$ cat src/rtl/core/racodec_pkg.sv
package racodec_pkg;

   // Input item kinds, carried on req_tuser
   localparam logic [1:0] OP_READ  = 2'd0;
   localparam logic [1:0] OP_WRITE = 2'd1;
   localparam logic [1:0] OP_RX    = 2'd2;

   // Result kinds, carried on rsp_tuser
   localparam logic KIND_TX   = 1'b0;
   localparam logic KIND_DONE = 1'b1;

   // Completion status codes
   localparam logic [1:0] STATUS_OK       = 2'd0;
   localparam logic [1:0] STATUS_HEADER   = 2'd1;
   localparam logic [1:0] STATUS_CHECKSUM = 2'd2;

   // ASCII characters
   localparam logic [7:0] CH_DOLLAR = 8'h24;
   localparam logic [7:0] CH_R      = 8'h52;
   localparam logic [7:0] CH_W      = 8'h57;
   localparam logic [7:0] CH_C      = 8'h43;
   localparam logic [7:0] CH_COMMA  = 8'h2C;
   localparam logic [7:0] CH_ZERO   = 8'h30;
   localparam logic [7:0] CH_X      = 8'h78;
   localparam logic [7:0] CH_STAR   = 8'h2A;
   localparam logic [7:0] CH_CR     = 8'h0D;
   localparam logic [7:0] CH_LF     = 8'h0A;

   // Checksum seeds: command letter through "0x", and the ",0x" separator
   localparam logic [7:0] SEP_XOR      = CH_COMMA ^ CH_ZERO ^ CH_X;
   localparam logic [7:0] CMD_XOR_READ = CH_R ^ CH_C ^ SEP_XOR;
   localparam logic [7:0] CMD_XOR_WRITE = CH_W ^ CH_C ^ SEP_XOR;

   // Command frame layout (byte positions)
   localparam logic [4:0] POS_ADDR       = 5'd6;
   localparam logic [4:0] POS_ADDR_END   = 5'd14;
   localparam logic [4:0] POS_SEP_COMMA  = 5'd14;
   localparam logic [4:0] POS_SEP_ZERO   = 5'd15;
   localparam logic [4:0] POS_DATA       = 5'd17;
   localparam logic [4:0] TAIL_READ      = 5'd14;
   localparam logic [4:0] TAIL_WRITE     = 5'd25;

   // Response layout
   localparam int HDR_LEN     = 6;
   localparam int VALUE_FIRST = 17;
   localparam int VALUE_LAST  = 24;

   typedef struct packed {
      logic       busy;
      logic [7:0] data;
      logic       last;
   } tx_beat_type;

   typedef struct packed {
      logic        done;
      logic [1:0]  status;
      logic [31:0] value;
   } rx_done_type;

   function automatic logic [7:0] hex_lower(input logic [3:0] nib);
      logic [7:0] ch;
      if (nib < 4'd10) begin
         ch = CH_ZERO + {4'd0, nib};
      end else begin
         ch = 8'h57 + {4'd0, nib};
      end
      return ch;
   endfunction

   function automatic logic [7:0] hex_upper(input logic [3:0] nib);
      logic [7:0] ch;
      if (nib < 4'd10) begin
         ch = CH_ZERO + {4'd0, nib};
      end else begin
         ch = 8'h37 + {4'd0, nib};
      end
      return ch;
   endfunction

   // Returns {is_hex, digit value}
   function automatic logic [4:0] hex_digit(input logic [7:0] ch);
      logic [4:0] res;
      res = 5'd0;
      if (ch >= 8'h30 && ch <= 8'h39) begin
         res = {1'b1, 4'(ch - 8'h30)};
      end else if (ch >= 8'h61 && ch <= 8'h66) begin
         res = {1'b1, 4'(ch - 8'h57)};
      end else if (ch >= 8'h41 && ch <= 8'h46) begin
         res = {1'b1, 4'(ch - 8'h37)};
      end
      return res;
   endfunction

endpackage

$ cat src/rtl/core/racodec_tx.sv
module racodec_tx
   import racodec_pkg::*;
(
   input  logic        clock,
   input  logic        reset,
   input  logic        load_valid,
   input  logic        load_write,
   input  logic [31:0] load_addr,
   input  logic [31:0] load_data,
   input  logic        advance,
   output tx_beat_type tx_out
);

   logic        busy_ff, busy_in;
   logic [4:0]  idx_ff, idx_in;
   logic        write_ff, write_in;
   logic [31:0] addr_sh_ff, addr_sh_in;
   logic [31:0] data_sh_ff, data_sh_in;
   logic [7:0]  cs_ff, cs_in;

   logic [7:0]  beat_data;
   logic        beat_last;
   logic        shift_addr;
   logic        shift_data;
   logic [4:0]  tail_pos;
   logic [4:0]  tail_rel;

   // Checksum of the frame body, worked out while loading
   always_comb begin
      cs_in = load_write ? CMD_XOR_WRITE : CMD_XOR_READ;
      for (int k = 0; k < 8; k++) begin
         cs_in = cs_in ^ hex_lower(load_addr[4*k +: 4]);
         if (load_write) begin
            cs_in = cs_in ^ hex_lower(load_data[4*k +: 4]);
         end
      end
      if (load_write) begin
         cs_in = cs_in ^ SEP_XOR;
      end
   end

   // Byte at the current frame position
   always_comb begin
      tail_pos   = write_ff ? TAIL_WRITE : TAIL_READ;
      tail_rel   = idx_ff - tail_pos;
      beat_data  = CH_X;
      beat_last  = 1'b0;
      shift_addr = 1'b0;
      shift_data = 1'b0;
      if (idx_ff < POS_ADDR) begin
         case (idx_ff[2:0])
            3'd0:    beat_data = CH_DOLLAR;
            3'd1:    beat_data = write_ff ? CH_W : CH_R;
            3'd2:    beat_data = CH_C;
            3'd3:    beat_data = CH_COMMA;
            3'd4:    beat_data = CH_ZERO;
            default: beat_data = CH_X;
         endcase
      end else if (idx_ff < POS_ADDR_END) begin
         beat_data  = hex_lower(addr_sh_ff[31:28]);
         shift_addr = 1'b1;
      end else if (idx_ff < tail_pos) begin
         if (idx_ff == POS_SEP_COMMA) begin
            beat_data = CH_COMMA;
         end else if (idx_ff == POS_SEP_ZERO) begin
            beat_data = CH_ZERO;
         end else if (idx_ff < POS_DATA) begin
            beat_data = CH_X;
         end else begin
            beat_data  = hex_lower(data_sh_ff[31:28]);
            shift_data = 1'b1;
         end
      end else begin
         case (tail_rel[2:0])
            3'd0:    beat_data = CH_STAR;
            3'd1:    beat_data = hex_upper(cs_ff[7:4]);
            3'd2:    beat_data = hex_upper(cs_ff[3:0]);
            3'd3:    beat_data = CH_CR;
            default: beat_data = CH_LF;
         endcase
         beat_last = (tail_rel == 5'd4);
      end
   end

   always_comb begin
      busy_in    = busy_ff;
      idx_in     = idx_ff;
      write_in   = write_ff;
      addr_sh_in = addr_sh_ff;
      data_sh_in = data_sh_ff;
      if (load_valid) begin
         busy_in    = 1'b1;
         idx_in     = 5'd0;
         write_in   = load_write;
         addr_sh_in = load_addr;
         data_sh_in = load_data;
      end else if (advance && busy_ff) begin
         idx_in = idx_ff + 5'd1;
         if (shift_addr) begin
            addr_sh_in = {addr_sh_ff[27:0], 4'd0};
         end
         if (shift_data) begin
            data_sh_in = {data_sh_ff[27:0], 4'd0};
         end
         if (beat_last) begin
            busy_in = 1'b0;
         end
      end
   end

   always_ff @(posedge clock) begin
      if (reset) begin
         busy_ff <= 1'b0;
         idx_ff  <= 5'd0;
      end else begin
         busy_ff <= busy_in;
         idx_ff  <= idx_in;
      end
   end

   always_ff @(posedge clock) begin
      write_ff   <= write_in;
      addr_sh_ff <= addr_sh_in;
      data_sh_ff <= data_sh_in;
      if (load_valid) begin
         cs_ff <= cs_in;
      end
   end

   assign tx_out.busy = busy_ff;
   assign tx_out.data = beat_data;
   assign tx_out.last = beat_last;

endmodule

$ cat src/rtl/core/racodec_rx.sv
module racodec_rx
   import racodec_pkg::*;
#(
   parameter int MAX_FRAME = 64
)
(
   input  logic        clock,
   input  logic        reset,
   input  logic        cmd_valid,
   input  logic        cmd_write,
   input  logic        byte_valid,
   input  logic [7:0]  rx_byte,
   output rx_done_type rx_out
);

   localparam int PW = $clog2(MAX_FRAME + 1);

   typedef enum logic [2:0] {
      PEND_NONE  = 3'b001,
      PEND_READ  = 3'b010,
      PEND_WRITE = 3'b100
   } pend_type;

   pend_type    pend_ff, pend_in;
   logic [PW-1:0] pos_ff, pos_in;
   logic [7:0]  xor_ff, xor_in;
   logic        star_ff, star_in;
   logic        hok_ff, hok_in;
   logic [7:0]  tail_ff [4];
   logic [7:0]  tail_in [4];
   logic [31:0] acc_ff, acc_in;
   logic        stop_ff, stop_in;

   logic        pending;
   logic        is_lf;
   logic        room;
   logic        take;
   logic        done;
   logic [7:0]  hdr_char;
   logic [4:0]  digit;
   logic [1:0]  status;

   assign pending = (pend_ff != PEND_NONE);
   assign is_lf   = (rx_byte == CH_LF);
   assign room    = (pos_ff < PW'(MAX_FRAME));
   assign take    = byte_valid && pending && (is_lf || room);
   assign done    = byte_valid && pending && is_lf;
   assign digit   = hex_digit(rx_byte);

   always_comb begin
      case (pos_ff[2:0])
         3'd0:    hdr_char = CH_DOLLAR;
         3'd1:    hdr_char = (pend_ff == PEND_WRITE) ? CH_W : CH_R;
         3'd2:    hdr_char = CH_R;
         3'd3:    hdr_char = CH_COMMA;
         3'd4:    hdr_char = CH_ZERO;
         default: hdr_char = CH_X;
      endcase
   end

   // Effect of taking the current byte
   always_comb begin
      hok_in  = hok_ff;
      star_in = star_ff;
      xor_in  = xor_ff;
      acc_in  = acc_ff;
      stop_in = stop_ff;
      pos_in  = pos_ff;
      if (pos_ff < PW'(HDR_LEN) && rx_byte != hdr_char) begin
         hok_in = 1'b0;
      end
      if (pos_ff != '0 && !star_ff) begin
         if (rx_byte == CH_STAR) begin
            star_in = 1'b1;
         end else begin
            xor_in = xor_ff ^ rx_byte;
         end
      end
      tail_in[0] = tail_ff[1];
      tail_in[1] = tail_ff[2];
      tail_in[2] = tail_ff[3];
      tail_in[3] = rx_byte;
      if (pos_ff >= PW'(VALUE_FIRST) && pos_ff <= PW'(VALUE_LAST) && !stop_ff) begin
         if (!digit[4]) begin
            stop_in = 1'b1;
         end else begin
            acc_in = {acc_ff[27:0], digit[3:0]};
         end
      end
      if (room) begin
         pos_in = pos_ff + PW'(1);
      end
   end

   // Completion check on the state as it stands after the LF
   always_comb begin
      if (!hok_in) begin
         status = STATUS_HEADER;
      end else if (pos_in < PW'(4) ||
                   tail_in[0] != hex_upper(xor_in[7:4]) ||
                   tail_in[1] != hex_upper(xor_in[3:0]) ||
                   tail_in[2] != CH_CR || tail_in[3] != CH_LF) begin
         status = STATUS_CHECKSUM;
      end else begin
         status = STATUS_OK;
      end
   end

   always_comb begin
      pend_in = pend_ff;
      if (cmd_valid) begin
         pend_in = cmd_write ? PEND_WRITE : PEND_READ;
      end else if (done) begin
         pend_in = PEND_NONE;
      end
   end

   always_ff @(posedge clock) begin
      if (reset) begin
         pend_ff <= PEND_NONE;
      end else begin
         pend_ff <= pend_in;
      end
   end

   always_ff @(posedge clock) begin
      if (reset || cmd_valid || done) begin
         pos_ff  <= '0;
         xor_ff  <= 8'd0;
         star_ff <= 1'b0;
         hok_ff  <= 1'b1;
         acc_ff  <= 32'd0;
         stop_ff <= 1'b0;
         for (int k = 0; k < 4; k++) begin
            tail_ff[k] <= 8'd0;
         end
      end else if (take) begin
         pos_ff  <= pos_in;
         xor_ff  <= xor_in;
         star_ff <= star_in;
         hok_ff  <= hok_in;
         acc_ff  <= acc_in;
         stop_ff <= stop_in;
         for (int k = 0; k < 4; k++) begin
            tail_ff[k] <= tail_in[k];
         end
      end
   end

   assign rx_out.done   = done;
   assign rx_out.status = status;
   assign rx_out.value  = (status == STATUS_OK && pend_ff == PEND_READ) ? acc_in : 32'd0;

endmodule

$ cat src/rtl/core/register_access_frame_codec.sv
// Register access frame codec. Each req_ beat is a read command, a write
// command or one received response character (req_tuser selects which).
// A command beat becomes an ASCII frame on the rsp_ side, one character per
// beat: 19 beats for a read ("$RC,0x" + address + "*" + checksum + CR LF),
// 30 beats for a write (",0x" + data after the address), tlast on the LF.
// The frame streams out of a byte-position counter at one beat per cycle
// while the sink accepts, and req_tready stays low from the command beat
// until the final frame beat has entered the output register. Response
// characters are checked against the pending header and the running XOR
// checksum as they arrive, and an LF gives one completion beat (rsp_tuser
// high) with status and, for a good read, the value parsed from positions
// 17 to 24. A completion is valid in the cycle after its LF beat; a command
// beat is registered in the frame counter first and its first frame beat
// then enters the output register once it is free; both results leave from
// a single output register. A new input beat is taken only while that
// register is empty or draining in the same cycle, so a stalled sink holds
// the input off. Response characters with nothing pending, and beats with
// the reserved kind, are accepted and dropped. A new command discards any
// pending transaction. MAX_FRAME caps the response length counted;
// characters beyond it other than LF are dropped.
module register_access_frame_codec
   import racodec_pkg::*;
#(
   parameter int MAX_FRAME = 64
)
(
   input  logic        clock,
   input  logic        reset,
   input  logic        req_tvalid,
   output logic        req_tready,
   // [31:0] reg_address, [63:32] write_value, [71:64] rx_byte
   input  logic [71:0] req_tdata,
   // [1:0] opcode
   input  logic [1:0]  req_tuser,
   output logic        rsp_tvalid,
   input  logic        rsp_tready,
   // [7:0] tx_byte, [9:8] status, [41:10] read_value, [47:42] zero
   output logic [47:0] rsp_tdata,
   // [0] result_kind
   output logic        rsp_tuser,
   // frame_last
   output logic        rsp_tlast
);

   tx_beat_type tx_out;
   rx_done_type rx_out;

   logic        out_free;
   logic        req_fire;
   logic        cmd_fire;
   logic        rx_fire;
   logic        tx_adv;

   logic        rsp_valid_ff, rsp_valid_in;
   logic        rsp_kind_ff;
   logic [7:0]  rsp_byte_ff;
   logic        rsp_last_ff;
   logic [1:0]  rsp_status_ff;
   logic [31:0] rsp_value_ff;

   // Output slot is free when empty or being drained this cycle
   assign out_free   = !rsp_valid_ff || rsp_tready;
   assign req_tready = !tx_out.busy && out_free;
   assign req_fire   = req_tvalid && req_tready;
   assign cmd_fire   = req_fire && (req_tuser == OP_READ || req_tuser == OP_WRITE);
   assign rx_fire    = req_fire && (req_tuser == OP_RX);
   assign tx_adv     = tx_out.busy && out_free;

   racodec_tx u_tx (
      .clock      (clock),
      .reset      (reset),
      .load_valid (cmd_fire),
      .load_write (req_tuser == OP_WRITE),
      .load_addr  (req_tdata[31:0]),
      .load_data  (req_tdata[63:32]),
      .advance    (tx_adv),
      .tx_out     (tx_out)
   );

   racodec_rx #(
      .MAX_FRAME (MAX_FRAME)
   ) u_rx (
      .clock      (clock),
      .reset      (reset),
      .cmd_valid  (cmd_fire),
      .cmd_write  (req_tuser == OP_WRITE),
      .byte_valid (rx_fire),
      .rx_byte    (req_tdata[71:64]),
      .rx_out     (rx_out)
   );

   // Load a frame beat or a completion; otherwise drop the beat once taken
   always_comb begin
      rsp_valid_in = rsp_valid_ff;
      if (tx_adv || rx_out.done) begin
         rsp_valid_in = 1'b1;
      end else if (rsp_tready) begin
         rsp_valid_in = 1'b0;
      end
   end

   always_ff @(posedge clock) begin
      if (reset) begin
         rsp_valid_ff <= 1'b0;
      end else begin
         rsp_valid_ff <= rsp_valid_in;
      end
   end

   always_ff @(posedge clock) begin
      if (tx_adv) begin
         rsp_kind_ff   <= KIND_TX;
         rsp_byte_ff   <= tx_out.data;
         rsp_last_ff   <= tx_out.last;
         rsp_status_ff <= STATUS_OK;
         rsp_value_ff  <= 32'd0;
      end else if (rx_out.done) begin
         rsp_kind_ff   <= KIND_DONE;
         rsp_byte_ff   <= 8'd0;
         rsp_last_ff   <= 1'b0;
         rsp_status_ff <= rx_out.status;
         rsp_value_ff  <= rx_out.value;
      end
   end

   assign rsp_tvalid = rsp_valid_ff;
   assign rsp_tuser  = rsp_kind_ff;
   assign rsp_tlast  = rsp_last_ff;
   assign rsp_tdata  = {6'd0, rsp_value_ff, rsp_status_ff, rsp_byte_ff};

`ifndef SYNTH
   a_no_accept_while_framing: assert property (@(posedge clock) disable iff (reset)
      tx_out.busy |-> !req_tready)
      else $error("input accepted while a command frame is streaming");

   a_frame_end_idle: assert property (@(posedge clock) disable iff (reset)
      (rsp_tvalid && rsp_tlast) |-> !tx_out.busy)
      else $error("frame end shown while the frame counter is still busy");

   a_tx_beat_clean: assert property (@(posedge clock) disable iff (reset)
      (rsp_tvalid && rsp_tuser == KIND_TX) |-> (rsp_tdata[41:8] == 34'd0))
      else $error("frame beat carries status or value bits");

   a_done_beat_clean: assert property (@(posedge clock) disable iff (reset)
      (rsp_tvalid && rsp_tuser == KIND_DONE) |-> (!rsp_tlast && rsp_tdata[7:0] == 8'd0))
      else $error("completion beat carries frame bits");

   a_value_only_ok: assert property (@(posedge clock) disable iff (reset)
      (rsp_tvalid && rsp_tdata[9:8] != STATUS_OK) |-> (rsp_tdata[41:10] == 32'd0))
      else $error("value reported with a failing status");
`endif

endmodule

$ cat config.mk
export PLATFORM = sky130hd
export DESIGN_NAME = register_access_frame_codec
export DESIGN_NICKNAME = d
export VERILOG_FILES = /design/src/rtl/core/racodec_pkg.sv /design/src/rtl/core/racodec_tx.sv /design/src/rtl/core/racodec_rx.sv /design/src/rtl/core/register_access_frame_codec.sv
export SDC_FILE = /design/constraint.sdc
export NUM_CORES = 1
export LEC_CHECK = 0
export BUFFER_PORTS_ARGS = -buffer_cell sky130_fd_sc_hd__clkbuf_2
export CAP_MARGIN = 20
export CORE_ASPECT_RATIO = 1.4
export CORE_MARGIN = 2
export CORE_UTILIZATION = 51
export CTS_CLUSTER_SIZE = 20
export DETAILED_ROUTE_END_ITERATION = 10
export PLACE_DENSITY = 0.78
export SYNTH_ARGS = -nofsm -noshare
export SYNTH_HDL_FRONTEND = slang
export SYNTH_HIERARCHICAL = 1
export SYNTH_SLANG_ARGS = --single-unit
$ cat constraint.sdc
create_clock -name clock -period 3.6 [get_ports clock]
set_clock_uncertainty 0.2 [all_clocks]
set_input_delay 0 -clock clock [delete_from_list [all_inputs] [get_ports clock]]
set_output_delay 0 -clock clock [all_outputs]
set_load 0.02 [all_outputs]
==> flow_summary.yaml, run 1 <==
floorplan:
  dieArea_sq_um: 26480
  start_util_pct: 52.03
  die_w_um: 138.1
  row_count: 68
  io_pins: 130
  core_sq_um: 24670
  die_y_um: 191.7
setup_path:
  cpPeakStageDelay_ps: 350
  critPathSlowestCell: "dfxtp_2"
  worst-path-max-fanout: 8
  worstPathCellList: "inv_4, ha_4, nor2b_4, a21oi_4, nand3_2, xor2_2, ha_4, nor3_2, and3_1, o32ai_2, mux2i_1, nor2_1, nand4b_1, buf_6, buf_12, buf_6, a2111oi_4, mux2i_1, a21oi_1"
  r2r-end: "rsp_value_ff[5]$_SDFFE_PP0P_"
  cp-start-kind: "flop"
  worstPathRequired_ps: 3760
  worstSetupPathType: "reg -> reg"
  endpoint_kind: "flop"
  rr_startpoint: "u_rx/pos_ff[0]$_SDFFE_PP0P_"
  reg2reg_slack_ps: -50
  crit_arrival_ps: 3810
  worst-r2r-cell-count: 19
logic_synthesis:
  synthAdderAreaFrac_pct: 4.054
  synth_compound_area_share_pct: 16.29
  synth_cell_type_count: 79
  synthXorXnorAreaFrac_pct: 9.054
  synth_ff_type: "edfxtp_1"
  async_flop_share_pct: 0
  avgSynthCellArea_sq_um: 9.433
  synth_top_family_by_area: "simple AND/OR/NAND/NOR gates"
  synth.mux.area_fraction_pct: 8.186
  syn_inst: 1361
  ys_warn_count: 6
  yosysSeqAreaShare_pct: 39.37
  ys_ff_latch: 200
  yosys.area_share.simple_pct: 17.29
  synth-edff-count: 105
  synth_area_sq_um: 12840
sta:
  drv_slew: 0
  setup_ws_ps: -46.52
  finalCritPeriodShare_pct: 101.3
  rsz0062_at_grt: "yes"
  fin_crit_ps: 3647
  setup_viol: 2
  max_freq_ghz: 0.2742
  worst_pin_slew_ps: 1072
  relSlewSlack_pct: 28.29
  whs_ps: 61.67
  hold_viol_final: 0
pwr:
  leakage_nw: 5.849
  power_density_nw_per_um2: 352.2
  p_sw_share_pct: 29.30
  vdd.ir_drop.worst_mv: 0.3403
  power_mw: 5.577
  clkPwrFrac_pct: 35.4
  p_switching_mw: 1.634
  combPwrFrac_pct: 18.6
  internal_power_mw: 3.943
  p_seq_share_pct: 45.9
cells_and_area:
  diodes: 0
  final_nets: 1698
  area_growth_pct: 23.34
  drive_above_1_share_pct: 22.49
  multi_input_comb_area_sq_um: 7462
  nFillCells: 1903
  regArea_sq_um: 5059
clock_tree:
  clockBufferDepth: 2
  cts_made_buffers: 17
  clock_latency_ps: 440
  clock_sinks: 200
  cts_max_level: 4
  cts_tree: "done"
  clk_pin_slew_ps: 80
  cts_root_buffer: "clkbuf_16"
job:
  cap_violations: 0
drt:
  post-route-drc-count: 0
  wl_per_cell_um: 18.14
  drt-total-wl_um: 34600
  initialDrtViolationCount: 645
  ant_nets: 0
  drtPass1Iterations: 5
  route.detailed.vias_per_inst: 5.781
  dr_total_vias: 11025
placement:
  port_buffers: 123
  dpl.hpwl_um: 22960
  place_ws_ps: -99.91
  gp_congestion: 0.9665
global_routing:
  antenna_found_initial: 0
  grt_pass1_vias: 10868
  track_usage_pct: 25.41
  grt_first_pass_wirelength_um: 54480
  gr-total-overflow: 0
  grt_max_degree: 61
hold_path:
  min_to: "u_rx/tail_ff[0][26]$_SDFFCE_PN0P_"
  holdPathStages: 4
  hp-start: "req_tdata[66]"
  min_path_type: "in -> reg"
outcome:
  violations: "negative setup slack"
  status: "finished with violations"
-- critical path, delay by kind of cell (launching register included) --
family          cells  cell delay, ps
simple gates        6             700
buf+inv             4             460
fa+ha+maj           2             340
mux                 2             280
compound gates      4            1020
flops               1             350
xor+xnor            1             230
-- layout make-up --
type,count,area share (%)
clock inverter,14,1.075
multi-input combinational,1018,47.12
sequential,200,31.95
clock buffer,18,2.710
tap,315,2.489
timing repair buffer,274,13.03
inverter,68,1.628
-- state kept, by name, indices dropped and copies added (netlist names), 3 cells and up --
name,flops
u_rx/pos_ff,7
u_tx/cs_ff,7
u_rx/xor_ff,8
u_tx/data_sh_ff,32
rsp_byte_ff,8
u_tx/idx_ff,5
rsp_value_ff,32
u_rx/pend_ff,3
u_rx/acc_ff,32
u_rx/tail_ff,24
u_tx/addr_sh_ff,32
-- cell usage in the layout, fill, tap and decap left out, types with 5 or more instances in the layout --
master	n
a31oi_1	5
a211oi_1	11
o21ai_0	58
mux2_2	56
nor3_1	30
a2111oi_4	27
nand2b_1	9
nand2_1	181
and2_1	28
ha_1	37
inv_1	66
xnor2_1	88
and3_1	17
conb_1	7
clkbuf_2	123
buf_4	63
mux2i_1	42
clkbuf_16	18
edfxtp_1	105
xor2_1	33
nor3b_1	8
nor2_1	83
a21oi_1	142
buf_12	7
nor2b_1	19
nand4_1	8
and4b_1	6
dfxtp_1	92
nand3_1	19
dlygate4sd3_1	76
-- timing repair --
action | CTS | global route
resized for setup | 7 | 42
hold buffers | 76 | 0
setup buffers | 6 | 8
gates cloned | 0 | 1
endpoints found under the hold margin | 94 | 0
pin swaps | 3 | 14
setup endpoints to repair | 29 | 33
-- worst max path at each step --
stage                                      from                            end  slack, ps  cells past startpoint
floorplan           u_rx/pos_ff[0]$_SDFFE_PP0P_  rsp_status_ff[1]$_SDFFE_PP0P_      0.007                     17
global placement    u_rx/pos_ff[0]$_SDFFE_PP0P_  rsp_value_ff[26]$_SDFFE_PP0P_         20                     16
detailed placement  u_rx/pos_ff[0]$_SDFFE_PP0P_  rsp_value_ff[19]$_SDFFE_PP0P_       -100                     18
CTS                 u_rx/pos_ff[0]$_SDFFE_PP0P_  rsp_value_ff[22]$_SDFFE_PP0P_          4                     18
global route        u_rx/pos_ff[0]$_SDFFE_PP0P_   rsp_value_ff[5]$_SDFFE_PP0P_       -200                     19
finish              u_rx/pos_ff[0]$_SDFFE_PP0P_   rsp_value_ff[5]$_SDFFE_PP0P_        -50                     19
-- per-layer routing --
layer / global-route usage, % / vias up / part of all wire [%] / wire length, um
met5: 0 / - / 0 / 0
met4: 11.62 / 0 / 4.4 / 1510
met3: 4.114 / 98 / 4.5 / 1567
met2: 48.50 / 415 / 53 / 18390
met1: 27.44 / 5261 / 38 / 13130
li1: - / 5251 / - / -
-- through the flow --
step	std cells	instance area [sq um]	TNS, ps	utilization (%)
floorplan	1366	12880	0	-
global placement	1784	13980	0	56.65
detailed placement	1784	13980	-1267	56.65
CTS	1898	15420	0	62.49
global route	1907	15840	-2986	64.18
finish	1907	15840	-59.77	64.18
-- cells in the mapped netlist, drive strengths merged, types with 9 or more instances --
cell / n / area share [%]
ha: 40 / 3.9
nor2: 84 / 2.5
a21oi: 144 / 5.6
mux2i: 42 / 3.3
clkbuf: 40 / 1.2
nand2b: 10 / 0.55
inv: 68 / 2.0
a2111oi: 33 / 4.6
nand2: 181 / 5.3
and3: 17 / 0.83
nand3: 20 / 0.78
xnor2: 91 / 6.4
and2: 30 / 1.5
o21ai: 61 / 2.4
dfxtp: 95 / 15
nor2b: 20 / 0.97
nor4: 9 / 0.75
edfxtp: 105 / 25
a211oi: 13 / 0.76
nor3: 31 / 1.2
mux2: 56 / 4.9
buf: 40 / 2.5
xor2: 34 / 2.3
-- cell families after synthesis --
| group | Yosys count |
|---|---|
| and+or+nand+nor | 448 |
| AOI/OAI and AO/OA | 297 |
| DFF | 200 |
| buffers and inverters | 148 |
| xor gates and xnor gates | 127 |
| muxes | 98 |
| adders and majority gates | 41 |
| other | 2 |
-- power by group through the flow --
stage          Combinational, mW  Sequential (mW)  Clock [mW]
2_1_floorplan              0.673             2.60           0
3_3_place_gp               0.909             2.61           0
3_5_place_dp               0.932             2.61           0
4_1_cts                     1.00             2.56        2.01
5_1_grt                     1.12             2.57        2.10
6_report                    1.04             2.56        1.98
(Power assumes the default switching activity.)
==> inputs of run 2 (changes only) <==
- BUFFER_PORTS_ARGS: -buffer_cell sky130_fd_sc_hd__clkbuf_2 -> -buffer_cell sky130_fd_sc_hd__buf_4
==> flow_summary.yaml, run 2 (same netlist as run 1, synthesis figures left out) <==
setup_path:
  cpPeakStageDelay_ps: 640
  r2r-end: "rsp_value_ff[25]$_SDFFE_PP0P_"
  endpoint_kind: "flop"
  rr_startpoint: "u_rx/pos_ff[1]$_SDFFE_PP0P_"
  worst-path-max-fanout: 7
  crit_start: "req_tdata[68]"
  worstPathRequired_ps: 3780
  critPathSlowestCell: "or4_1"
  worst-r2r-cell-count: 19
  cp-start-kind: "primary input"
  worstSetupEndpoint: "rsp_value_ff[25]$_SDFFE_PP0P_"
  cp.depth: 18
  critical_path.top_delay_family: "buffers and inverters"
  crit_arrival_ps: 3820
  reg2reg_slack_ps: 10
  worstSetupPathType: "in -> reg"
  path_buf_inv: 6
  worstPathCellList: "dlygate4sd3_1, buf_4, or4_1, a31o_2, and2_4, ha_4, buf_4, a311oi_2, o32ai_2, mux2i_1, nor2_1, nand4b_1, buf_12, buf_6, buf_12, a2111oi_4, mux2i_1, a21oi_1"
clock_tree:
  cts_max_level: 4
  cts_root_buffer: "clkbuf_16"
  clock_sinks: 200
  cts_tree: "done"
  clockBufferDepth: 2
  cts_made_buffers: 17
  clk_pin_slew_ps: 80
  clock_latency_ps: 450
cells_and_area:
  final_core_util_pct: 65.71
  nFillCells: 1874
  final_nets: 1702
  final_cell_mix: "buf_4 (192), nand2_1 (181), a21oi_1 (141)"
  stdcell_area_sq_um: 16210
  fin_cells: 1911
  area_growth_pct: 26.28
  final_common_cell: "buf_4"
  drive_above_1_share_pct: 22.99
  multi_input_comb_area_sq_um: 7492
  regArea_sq_um: 5060
  diodes: 0
outcome:
  status: "finished with violations"
  violations: "negative setup slack"
drt:
  post-route-drc-count: 0
  ant_nets: 0
  route.detailed.vias_per_inst: 5.738
  wl_per_cell_um: 18.02
  drtPass1Iterations: 7
  initialDrtViolationCount: 697
  dr_total_vias: 10965
  drt-total-wl_um: 34440
placement:
  dpl.hpwl_um: 23060
  port_buffers: 123
  dp_cells: 1790
  place_ws_ps: -197.6
  gp_congestion: 0.9436
  place_area_sq_um: 14330
global_routing:
  track_usage_pct: 25.79
  grt_max_degree: 80
  antenna_found_initial: 0
  gr-total-overflow: 0
  grt_first_pass_wirelength_um: 55610
  grt_pass1_vias: 11158
sta:
  fin_crit_ps: 3647
  max_freq_ghz: 0.2742
  whs_ps: 45.75
  relSlewSlack_pct: 31.93
  worst_pin_slew_ps: 1021
  hold_viol_final: 0
  setup_viol: 3
  finalCritPeriodShare_pct: 101.3
  drv_slew: 0
  rsz0062_at_grt: "yes"
  setup_ws_ps: -46.56
  final.setup.tns_ps: -110.9
floorplan:
  core_sq_um: 24670
  io_pins: 130
  die_y_um: 191.7
  start_util_pct: 52.03
  die_w_um: 138.1
  row_count: 68
  dieArea_sq_um: 26480
pwr:
  power_mw: 5.643
  power_density_nw_per_um2: 348.1
  leakage_nw: 5.988
  vdd.ir_drop.worst_mv: 0.3802
hold_path:
  min_path_type: "in -> reg"
job:
  cap_violations: 0
## run 2: cell count changes in the layout (fill, tap and decap cells not counted), moves of 2 or more
| cell | previous run | this run |
|---|---|---|
| inv_2 | 1 | 3 |
| buf_4 | 63 | 192 |
| clkbuf_8 | 0 | 2 |
| nor4_2 | 3 | 1 |
| inv_4 | 3 | 1 |
| clkbuf_2 | 123 | 0 |
| nor4_4 | 2 | 4 |
| inv_12 | 3 | 1 |
## run 2: how the worst min path moves through the flow
stage / start / end / cells after the start
6_report: rsp_tready / rsp_value_ff[0]$_SDFFE_PP0P_ / 3
5_1_grt: req_tdata[66] / u_rx/tail_ff[0][26]$_SDFFCE_PN0P_ / 4
4_1_cts: req_tdata[66] / u_rx/tail_ff[0][26]$_SDFFCE_PN0P_ / 4
3_5_place_dp: reset / u_tx/busy_ff$_SDFFE_PP0P_ / 2
3_3_place_gp: reset / u_tx/busy_ff$_SDFFE_PP0P_ / 2
2_1_floorplan: reset / rsp_tvalid$_SDFFE_PP0P_ / 1
## run 2: what timing repair did
action / 4_1_cts / 5_1_grt
endpoints found under the hold margin: 87 / 0
cloned: 1 / 0
setup buffers: 11 / 3
pin swaps: 13 / 13
resized for setup: 30 / 24
endpoints found under the setup margin: 27 / 33
hold buffers: 75 / 0
## run 2: routing by layer
metal  up-vias  wire length (um)  track usage [%]  share of wire (%)
met5         -                 0                0                  0
met2       342             18660            49.60                 54
met3        89              1287            3.017                3.7
met4         0              1321            11.77                3.8
met1      5282             13160            28.29                 38
li1       5252                 -                -                  -
## run 2: cell type report
| type | count | area share [%] |
|---|---|---|
| Timing Repair Buffer | 278 | 14.76 |
| Clock inverter | 12 | 0.8643 |
| Clock buffer | 20 | 2.948 |
| Tap cell | 315 | 2.431 |
| Inverter | 68 | 1.574 |
| Multi-Input combinational cell | 1018 | 46.21 |
| Sequential cell | 200 | 31.21 |
## run 2: where the power goes
group / switching (mW) / internal (mW) / total [mW] / leakage (nW)
Clock: 0.987 / 1.01 / 2.00 / 0.304
Combinational: 0.574 / 0.512 / 1.09 / 3.91
Sequential: 0.0460 / 2.51 / 2.56 / 1.78
Total: 1.61 / 4.04 / 5.64 / 5.99
## run 2: worst min-delay path: stages
cell and delay (ps):
buf_4 90, nand2b_4 440, a21oi_1 120
